File: config.mk
export PLATFORM = sky130hd
export DESIGN_NAME = ic3_kernel
export DESIGN_NICKNAME = d
export VERILOG_FILES = /design/src/rtl/core/ic3_pkg.sv /design/src/rtl/core/ic3_kernel.sv
export SDC_FILE = /design/constraint.sdc
export NUM_CORES = 1
export LEC_CHECK = 0
export ABC_AREA = 0
export BUFFER_PORTS_ARGS = -buffer_cell sky130_fd_sc_hd__buf_2
export CORE_ASPECT_RATIO = 2
export CORE_MARGIN = 8
export CORE_UTILIZATION = 44
export DETAILED_ROUTE_END_ITERATION = 12
export REMOVE_ABC_BUFFERS = 1
export SYNTH_ARGS = -nofsm -noshare
export SYNTH_HDL_FRONTEND = slang
export SYNTH_SLANG_ARGS = --single-unit
File: constraint.sdc
create_clock -name vclk -period 23
set_input_delay 1.15 -clock vclk [all_inputs]
set_output_delay 1.15 -clock vclk [all_outputs]
set_load 0.01 [all_outputs]
File: src/rtl/core/ic3_pkg.sv
// Shared constants, codes and types of the 3x3 image convolution filter.
package ic3_pkg;

  // Field and register widths.
  localparam int PixW   = 8;
  localparam int CoordW = 10;
  localparam int DimW   = 11;
  localparam int ModeW  = 2;
  localparam int IdxW   = 2;

  // Largest row length held by the line memory, and largest image height.
  localparam int MaxWidth  = 1024;
  localparam int MaxHeight = 1024;
  localparam int RamAw     = $clog2(MaxWidth);
  localparam int MinDim    = 3;

  // Reset values of the configuration registers.
  localparam logic [DimW-1:0] DimReset = DimW'(256);

  // Kernel modes. Code 3 behaves as the Laplacian.
  localparam logic [ModeW-1:0] ModeBox   = 2'd0;
  localparam logic [ModeW-1:0] ModeGauss = 2'd1;
  localparam logic [ModeW-1:0] ModeLap   = 2'd2;

  // Configuration register indexes.
  localparam logic [IdxW-1:0] RegMode   = 2'd0;
  localparam logic [IdxW-1:0] RegWidth  = 2'd1;
  localparam logic [IdxW-1:0] RegHeight = 2'd2;

  // Reciprocal of nine in 0.16 fixed point; exact floor for sums up to 2295.
  localparam int BoxSumW = 12;
  localparam int RecipW  = 13;
  localparam logic [RecipW-1:0] Recip9 = 13'd7282;

  // 3x3 neighborhood: [row][col], row 0 oldest line, col 0 oldest column.
  typedef logic [2:0][2:0][PixW-1:0] ic3_win_t;

  // Per-pixel bookkeeping carried down the pipeline.
  typedef struct packed {
    logic              emit;
    logic              last;
    logic [CoordW-1:0] row;
    logic [CoordW-1:0] col;
  } ic3_meta_t;

endpackage

File: src/rtl/core/ic3_kernel.sv
// Kernel arithmetic: box average, 1-2-1 Gaussian and Laplacian on a 3x3 window.
module ic3_kernel
  import ic3_pkg::*;
(
  input  logic [ModeW-1:0] mode_i,
  input  ic3_win_t         win_i,
  output logic [PixW-1:0]  value_o
);

  logic [BoxSumW-1:0]        box_sum;
  logic [BoxSumW-1:0]        gauss_sum;
  logic [DimW-1:0]           nbr_sum;
  logic [BoxSumW+RecipW-1:0] box_prod;
  logic [PixW-1:0]           lap_val;

  // Plain and weighted sums over the window.
  always_comb begin
    box_sum   = '0;
    gauss_sum = '0;
    for (int i = 0; i < 3; i++) begin
      for (int j = 0; j < 3; j++) begin
        box_sum = box_sum + BoxSumW'(win_i[i][j]);
        if (i == 1 && j == 1) begin
          gauss_sum = gauss_sum + (BoxSumW'(win_i[i][j]) << 2);
        end else if (i == 1 || j == 1) begin
          gauss_sum = gauss_sum + (BoxSumW'(win_i[i][j]) << 1);
        end else begin
          gauss_sum = gauss_sum + BoxSumW'(win_i[i][j]);
        end
      end
    end
  end

  // Divide by nine through the fixed-point reciprocal.
  assign box_prod = {{RecipW{1'b0}}, box_sum} * {{BoxSumW{1'b0}}, Recip9};

  // Laplacian keeps only the low byte, so the neighbor sum needs its low byte only.
  assign nbr_sum = box_sum[DimW-1:0] - DimW'(win_i[1][1]);
  assign lap_val = nbr_sum[PixW-1:0] - {win_i[1][1][PixW-4:0], 3'b000};

  // Mode select.
  always_comb begin
    case (mode_i)
      ModeBox:   value_o = box_prod[16 +: PixW];
      ModeGauss: value_o = gauss_sum[4 +: PixW];
      default:   value_o = lap_val;
    endcase
  end

endmodule
==> summary.md, run 1 <==
| Metric | Value |
|---|---|
| Critical path capture point | `value_o[1]` |
| Pins over their slew limit | `0` |
| Synth Instances | `580` |
| Die extent in y | `179 µm` |
| DRC Markers | `0` |
| Layout cells sized above 1 | `14.5%` |
| Worst Path Max Fanout | `6` |
| Syn avg cell area | `10.0 µm²` |
| Post-Place Cells | `813` |
| Post-cts sizing count | `0` |
| Initial Util | `44.7%` |
| GP Congestion | `0.909` |
| Count of buffers from port buffering | `82` |
| CP arrival | `9400 ps` |
| Fin crit period | `10550 ps` |
| Row Count | `59` |
| Unrepaired setup endpoints after global routing | `false` |
| First-pass GRT wire length | `22.4 mm` |
| Initial DRC Count | `116` |
| Crit path top cell by count | `fa_1` |
| Fill count | `1265` |
| Total number of yosys warnings | `0` |
| Final hold vios | `0` |
| Synth unique cells | `42` |
| Fin crit share | `45.9%` |
| Least-Margin Pin Slew | `855 ps` |
| Total die area | `17400 µm²` |
| Routed wire length | `13.8 mm` |
| Register area share after synthesis | `0%` |
| Final HPWL DP | `13.5 mm` |
| Cts-stage hold buffer count | `0` |
| Final setup violation count | `0` |
| Worst Path Required | `21850 ps` |
| # Post-CTS Setup Buffers | `0` |
| Final non-filler cell total | `813` |
| Hold crit path type | `in -> out` |
| Register Area | `0 µm²` |
| IO Count | `82` |
| GR Util All Layers | `16.0%` |
| Seq Cell Count | `0` |
| Kind of critical path | `in -> out` |
| Total congestion overflow | `0` |
| Crit. End Element | `output port` |
| Die Wd | `97.3 µm` |
| Core area | `13000 µm²` |
| Vias in the first global route | `4790` |
| Worst slew margin | `42.6%` |
| CP max-delay cell | `fa_1` |
| Nets@finish | `972` |
| Via density | `5.04` |
| Outcome | `finished clean` |
| TNS Setup | `0 ps` |
| Slowest stage delay, CP | `590 ps` |
| Max Freq | `0.0948 GHz` |
| Diodes inserted | `0` |
| Max cap viols | `0` |
| Vias | `4100` |
| Crit start category | `input port` |
| Synthesis-to-finish area growth | `10.1%` |
| First drt pass iteration count | `4` |
| Avg WL per Cell | `17.0 µm` |
| Clk_buf instances | `0` |
| Post-route antenna net violation count | `0` |
| CP startpoint | `win_i[50]` |
| Initial antenna violation count | `0` |
| Largest net degree at the start of global routing | `15` |
| Synth Cell Area | `5810 µm²` |
cell type report:
type / instances / area [µm²] / share of cell area, %
Timing Repair Buffer: 82 / 410 / 6.42
Multi-Input combinational cell: 418 / 5190 / 81.2
Tap cell: 152 / 190 / 2.97
Inverter: 161 / 604 / 9.45
worst min-delay path by stage:
stage	startpoint	end	slack, ps	depth (start not counted)
final	mode_i[0]	value_o[4]	2750	4
after global routing	mode_i[0]	value_o[4]	2780	4
after CTS	mode_i[0]	value_o[4]	2740	4
after detailed placement	mode_i[0]	value_o[4]	2740	4
after global placement	mode_i[0]	value_o[4]	2750	4
after floorplan	mode_i[1]	value_o[3]	2400	1
synth_stat cells (all sizes together), types with 3 or more instances:
master / number / share of area (%)
inv: 161 / 10
fa: 136 / 47
ha: 99 / 21
a21oi: 36 / 3.5
nand2: 24 / 1.6
xnor2: 23 / 4.0
a21o: 13 / 1.7
xor2: 13 / 2.0
nor2: 12 / 0.78
o21ai: 11 / 1.0
nand3: 8 / 0.69
nor2b: 5 / 0.54
a211oi: 4 / 0.60
a211o: 3 / 0.45
a221oi: 3 / 0.45
and2: 3 / 0.32
nand2b: 3 / 0.32
nand4: 3 / 0.32
per-layer routing:
metal | track usage [%] | wire [µm] | vias up | part of all wire, %
met5 | 0 | 0 | - | 0
met4 | 2.48 | 216 | 0 | 1.6
met3 | 1.40 | 341 | 12 | 2.5
met2 | 35.0 | 8840 | 59 | 64
met1 | 15.3 | 4440 | 2050 | 32
li1 | - | - | 1979 | -
placed cells by master, fill, tap and decap left out, types with 2 or more instances in the layout:
master	instances
inv_1	161
fa_1	136
ha_1	99
buf_2	82
a21oi_1	32
nand2_1	24
xnor2_1	20
xor2_1	13
nor2_1	12
a21o_1	11
o21ai_0	10
nand3_1	8
nor2b_1	5
a21oi_2	3
and2_1	3
a211oi_1	3
nand4_1	3
nand2b_1	3
a221oi_1	3
a211o_1	3
a21o_2	2
xnor2_2	2
and3_1	2
o221ai_1	2
nor3b_1	2
through the flow:
step	utilization (%)	hold WS, ps	setup slack, ps	area [µm²]
global route	49.2	2780	11840	6400
global placement	49.2	2750	12490	6400
floorplan	-	2400	13080	5800
CTS	49.2	2740	12420	6400
detailed placement	49.2	2740	12440	6400
finish	49.2	2750	12450	6400
worst max-delay path: cells and delay by family:
| kind | cells | cell delay, ps |
|---|---|---|
| adders and majority gates | 12 | 5170 |
| AOI/OAI and AO/OA | 9 | 1550 |
| xor gates and xnor gates | 2 | 670 |
| buffers and inverters | 6 | 500 |
| muxes | 1 | 360 |
cell families (layout without fill, tap and decap cells):
family                     after synthesis  after routing  synth area share (%)
AOI/OAI and AO/OA                       82             82                  9.48
xor gates and xnor gates                37             37                  6.40
adders and majority gates              235            235                  68.2
buffers and inverters                  162            243                  10.6
muxes                                    1              1                 0.194
and+or+nand+nor                         63             63                  5.10
Power of run 1 is not shown: default switching activity piles up to over one toggle a cycle in this logic, so the estimate is an artifact.
==> run 2, diff against run 1 <==
--- a/config.mk
+++ b/config.mk
@@ -11,6 +11,7 @@
 export CORE_MARGIN = 8
 export CORE_UTILIZATION = 44
 export DETAILED_ROUTE_END_ITERATION = 12
+export PLACE_DENSITY = 0.66
 export REMOVE_ABC_BUFFERS = 1
 export SYNTH_ARGS = -nofsm -noshare
 export SYNTH_HDL_FRONTEND = slang
==> constraint.sdc (replaced) <==
create_clock -name vclk -period 8.73
set_input_delay 0.4365 -clock vclk [all_inputs]
set_output_delay 0.4365 -clock vclk [all_outputs]
set_load 0.01 [all_outputs]
==> summary.md, run 2 (synthesized netlist as in run 1, its figures left out) <==
| Metric | Value |
|---|---|
| Fin crit period | `8460 ps` |
| Max Freq | `0.118 GHz` |
| Via density | `5.10 (was 5.04)` |
| Final setup violation count | `0 (unchanged)` |
| Die Wd | `97.3 µm (unchanged)` |
| Count of buffers from port buffering | `82 (unchanged)` |
| Avg WL per Cell | `17.0 µm (about the same)` |
| Worst slew margin | `57.5% (was 42.6%)` |
| First drt pass iteration count | `4 (unchanged)` |
| Total congestion overflow | `0 (unchanged)` |
| CP delay by family, top | `adder cells (unchanged)` |
| Crit. End Element | `output port (unchanged)` |
| DP Worst Slack | `-285 ps (was 12440 ps)` |
| WP buf/inv | `9 (was 6)` |
| DRC Markers | `0 (unchanged)` |
| WHS | `1330 ps (was 2750 ps)` |
| Cts-stage hold buffer count | `0 (unchanged)` |
| Setup WS post-layout | `272 ps (was 12450 ps)` |
| Hold crit path type | `in -> out (unchanged)` |
| Final HPWL DP | `14.0 mm (was 13.5 mm)` |
| GP Congestion | `0.891 (was 0.909)` |
| Crit path top cell by count | `fa_1 (unchanged)` |
| First-pass GRT wire length | `22.9 mm (was 22.4 mm)` |
| Synthesis-to-finish area growth | `21.1% (was 10.1%)` |
| Die extent in y | `179 µm (unchanged)` |
| Met3 wire length | `333 µm (was 341 µm)` |
| Least-Margin Pin Slew | `632 ps (was 855 ps)` |
| CP max-delay cell | `fa_1 (unchanged)` |
| Fill count | `1197 (was 1265)` |
| Nets@finish | `1024 (was 972)` |
| GR Util All Layers | `16.3% (was 16.0%)` |
| Row Count | `59 (unchanged)` |
| Core area | `13000 µm² (unchanged)` |
| Met2 WL post-DR | `9.40 mm (was 8.84 mm)` |
| Seq Cell Count | `0 (unchanged)` |
| IO Count | `82 (unchanged)` |
| Most frequent cells in the layout | `inv_1 (154), fa_1 (134), ha_1 (90), buf_2 (81), buf_4 (51) (was inv_1 (161), fa_1 (136), ha_1 (99), buf_2 (82), a21oi_1 (32))` |
| Highest Signal Layer | `met4 (unchanged)` |
| Vias | `4413 (was 4100)` |
| Worst Path Required | `8290 ps (was 21850 ps)` |
| Critical path depth | `32 (was 30)` |
| Initial DRC Count | `123 (was 116)` |
| Initial Util | `44.7% (unchanged)` |
| Routed wire length | `14.7 mm (was 13.8 mm)` |
| Outcome | `finished clean (unchanged)` |
| Max cap viols | `0 (unchanged)` |
| Post-route antenna net violation count | `0 (unchanged)` |
| Slowest stage delay, CP | `550 ps (was 590 ps)` |
| CP arrival | `8020 ps (was 9400 ps)` |
| Area taken by multi-input logic gates | `5430 µm² (was 5190 µm²)` |
| Crit start category | `input port (unchanged)` |
| Kind of critical path | `in -> out (unchanged)` |
| Layout cells sized above 1 | `25.8% (was 14.5%)` |
| Clk_buf instances | `0 (unchanged)` |
| Total die area | `17400 µm² (unchanged)` |
| Largest net degree at the start of global routing | `15 (unchanged)` |
| Vias in the first global route | `5092 (was 4790)` |
| Pins over their slew limit | `0 (unchanged)` |
| Initial antenna violation count | `0 (unchanged)` |
| Fin crit share | `96.9%` |
| Worst Path Max Fanout | `3 (was 6)` |
| Hold Path Cell Cnt | `4 (unchanged)` |
| Register Area | `0 µm² (unchanged)` |
| Diodes inserted | `0 (unchanged)` |
| Metal-1 WL | `4.33 mm (was 4.44 mm)` |
| Final hold vios | `0 (unchanged)` |
| Commonest non-fill, non-tap cell in the layout | `inv_1 (unchanged)` |
run 2: through the flow:
| stage | instances | utilization [%] | instance area, µm² | TNS (ps) |
|---|---|---|---|---|
| 6_report | 865 | 54.1 | 7030 | 0 |
| 5_1_grt | 865 | 54.1 | 7030 | -0.722 |
| 4_1_cts | 861 | 52.1 | 6770 | 0 |
| 3_5_place_dp | 861 | 52.0 | 6760 | -961 |
| 3_3_place_gp | 861 | 52.0 | 6760 | -158 |
| 2_1_floorplan | 579 | - | 5800 | 0 |
run 2: final timing paths:
| check | start | to | slack (ps) |
|---|---|---|---|
| worst max-delay path | win_i[10] | value_o[2] | 270 |
| worst min-delay path | mode_i[0] | value_o[4] | 1330 |
run 2: layout make-up:
class	instances	area share [%]
Inverter	161	8.59
Multi-Input combinational cell	418	77.2
Tap cell	152	2.70
Timing Repair Buffer	134	11.5
run 2: tightest hold or removal path: cells and delay by family:
| family | cells | cell delay, ps |
|---|---|---|
| buffers and inverters | 2 | 280 |
| AOI/OAI and AO/OA | 1 | 110 |
| and+or+nand+nor | 1 | 60 |
run 2: repair_timing:
item | CTS | global route
resized for setup | 8 | 47
pin swaps | 5 | 38
setup endpoints to repair | 6 | 8
setup buffers | 0 | 4
cloned | 0 | 0
run 2: layer usage:
metal	vias to the layer above	global-route usage [%]
li1	2079	-
met1	2213	14.3
met2	89	35.8
met3	32	0.931
met4	0	6.68
met5	-	0
Power of run 2 is left out for the same reason.
==> run 3, diff against run 2 <==
--- a/config.mk
+++ b/config.mk
@@ -11,7 +11,6 @@
 export CORE_MARGIN = 8
 export CORE_UTILIZATION = 44
 export DETAILED_ROUTE_END_ITERATION = 12
-export PLACE_DENSITY = 0.66
 export REMOVE_ABC_BUFFERS = 1
 export SYNTH_ARGS = -nofsm -noshare
 export SYNTH_HDL_FRONTEND = slang
==> constraint.sdc (replaced) <==
create_clock -name vclk -period 10.2
set_input_delay 0.51 -clock vclk [all_inputs]
set_output_delay 0.51 -clock vclk [all_outputs]
set_load 0.01 [all_outputs]
==> summary.md, run 3 (synthesized netlist as in run 1, its figures left out) <==
| Metric | Value |
|---|---|
| Unrepaired setup endpoints after global routing | `false` |
| Count of buffers from port buffering | `82 (unchanged)` |
| Slowest stage delay, CP | `590 ps (was 550 ps)` |
| WP buf/inv | `6 (was 9)` |
| IO Count | `82 (unchanged)` |
| Worst slew margin | `41.9% (was 57.5%)` |
| Die extent in y | `179 µm (unchanged)` |
| Fin crit share | `91.4%` |
| Least-Margin Pin Slew | `865 ps (was 632 ps)` |
| Worst Path Max Fanout | `6 (was 3)` |
| Final hold vios | `0 (unchanged)` |
| # Post-CTS Setup Buffers | `0 (unchanged)` |
| Nets@finish | `972 (was 1024)` |
| Fill count | `1250 (was 1197)` |
| Cts-stage hold buffer count | `0 (unchanged)` |
| Total die area | `17400 µm² (unchanged)` |
| Area taken by multi-input logic gates | `5190 µm² (was 5430 µm²)` |
| Via density | `5.08 (was 5.10)` |
| Crit path top cell by count | `fa_1 (unchanged)` |
| Vias in the first global route | `4814 (was 5092)` |
| Kind of critical path | `in -> out (unchanged)` |
| Outcome | `finished clean (unchanged)` |
| Most frequent cells in the layout | `inv_1 (161), fa_1 (136), ha_1 (99), buf_2 (82), a21oi_1 (32) (was inv_1 (154), fa_1 (134), ha_1 (90), buf_2 (81), buf_4 (51))` |
| Max Freq | `0.107 GHz` |
| Hold crit path type | `in -> out (unchanged)` |
| Post-cts sizing count | `0 (was 8)` |
| Fin crit period | `9330 ps` |
| DP Worst Slack | `880 ps (was -285 ps)` |
| Total congestion overflow | `0 (unchanged)` |
| Routed wire length | `13.8 mm (was 14.7 mm)` |
| First drt pass iteration count | `6 (was 4)` |
| Core area | `13000 µm² (unchanged)` |
| Post-route antenna net violation count | `0 (unchanged)` |
| Crit. End Element | `output port (unchanged)` |
| Clk_buf instances | `0 (unchanged)` |
| CP max-delay cell | `fa_1 (unchanged)` |
| Commonest non-fill, non-tap cell in the layout | `inv_1 (unchanged)` |
| Max cap viols | `0 (unchanged)` |
| GP Congestion | `0.909 (was 0.891)` |
| CP delay by family, top | `adder cells (unchanged)` |
| Seq Cell Count | `0 (unchanged)` |
| Die Wd | `97.3 µm (unchanged)` |
| Pins over their slew limit | `0 (unchanged)` |
| Largest net degree at the start of global routing | `15 (unchanged)` |
| Post-Place Cells | `813 (was 861)` |
| Final non-filler cell total | `813 (was 865)` |
| CP arrival | `8820 ps (was 8020 ps)` |
| Crit start category | `input port (unchanged)` |
| Row Count | `59 (unchanged)` |
| Initial DRC Count | `139 (was 123)` |
| Layout cells sized above 1 | `14.5% (was 25.8%)` |
| Register Area | `0 µm² (unchanged)` |
| Vias | `4133 (was 4413)` |
| Setup WS post-layout | `875 ps (was 272 ps)` |
| Design area | `6400 µm² (was 7030 µm²)` |
| Placement Cell Area | `6400 µm² (was 6760 µm²)` |
| DRC Markers | `0 (unchanged)` |
| Initial antenna violation count | `0 (unchanged)` |
| GR Util All Layers | `16.0% (was 16.3%)` |
| TNS Setup | `0 ps (unchanged)` |
| Synthesis-to-finish area growth | `10.1% (was 21.1%)` |
| Diodes inserted | `0 (unchanged)` |
| Worst Path Required | `9690 ps (was 8290 ps)` |
| Final setup violation count | `0 (unchanged)` |
| Final HPWL DP | `13.4 mm (was 14.0 mm)` |
| First-pass GRT wire length | `22.4 mm (was 22.9 mm)` |
| Avg WL per Cell | `17.0 µm (about the same)` |
| Initial Util | `44.7% (unchanged)` |
## run 3: cell count changes in the layout (fill, tap and decap cells not counted), sizes merged
| cell | change |
|---|---|
| buf | -52 |
## run 3: through the flow
stage	hold WS, ps	utilization, %
final	1470	49.2
after global routing	1540	49.2
after CTS	1460	49.2
after detailed placement	1460	49.2
after global placement	1470	49.2
after floorplan	1120	-
## run 3: worst min-delay path, stage by stage
cell,delay [ps]
buf_2,130
nand2_1,60
o221ai_1,110
buf_2,150
## run 3: cell type report
| type | instances | share of cell area [%] |
|---|---|---|
| Timing Repair Buffer | 82 | 6.42 |
| Inverter | 161 | 9.45 |
| Tap cell | 152 | 2.97 |
| Multi-Input combinational cell | 418 | 81.2 |
## run 3: path summary, 6_finish.rpt
| check | slack, ps | end | startpoint | depth (start not counted) |
|---|---|---|---|---|
| max | 870 | value_o[1] | win_i[50] | 30 |
| min | 1470 | value_o[4] | mode_i[0] | 4 |
## run 3: metal layers
layer,up-vias,track usage (%),part of all wire (%)
li1,1979,-,-
met1,2071,15.4,32
met2,67,34.9,63
met3,16,1.12,2.2
met4,0,3.31,2.4
met5,-,0,0
Power of run 3 is left out for the same reason.
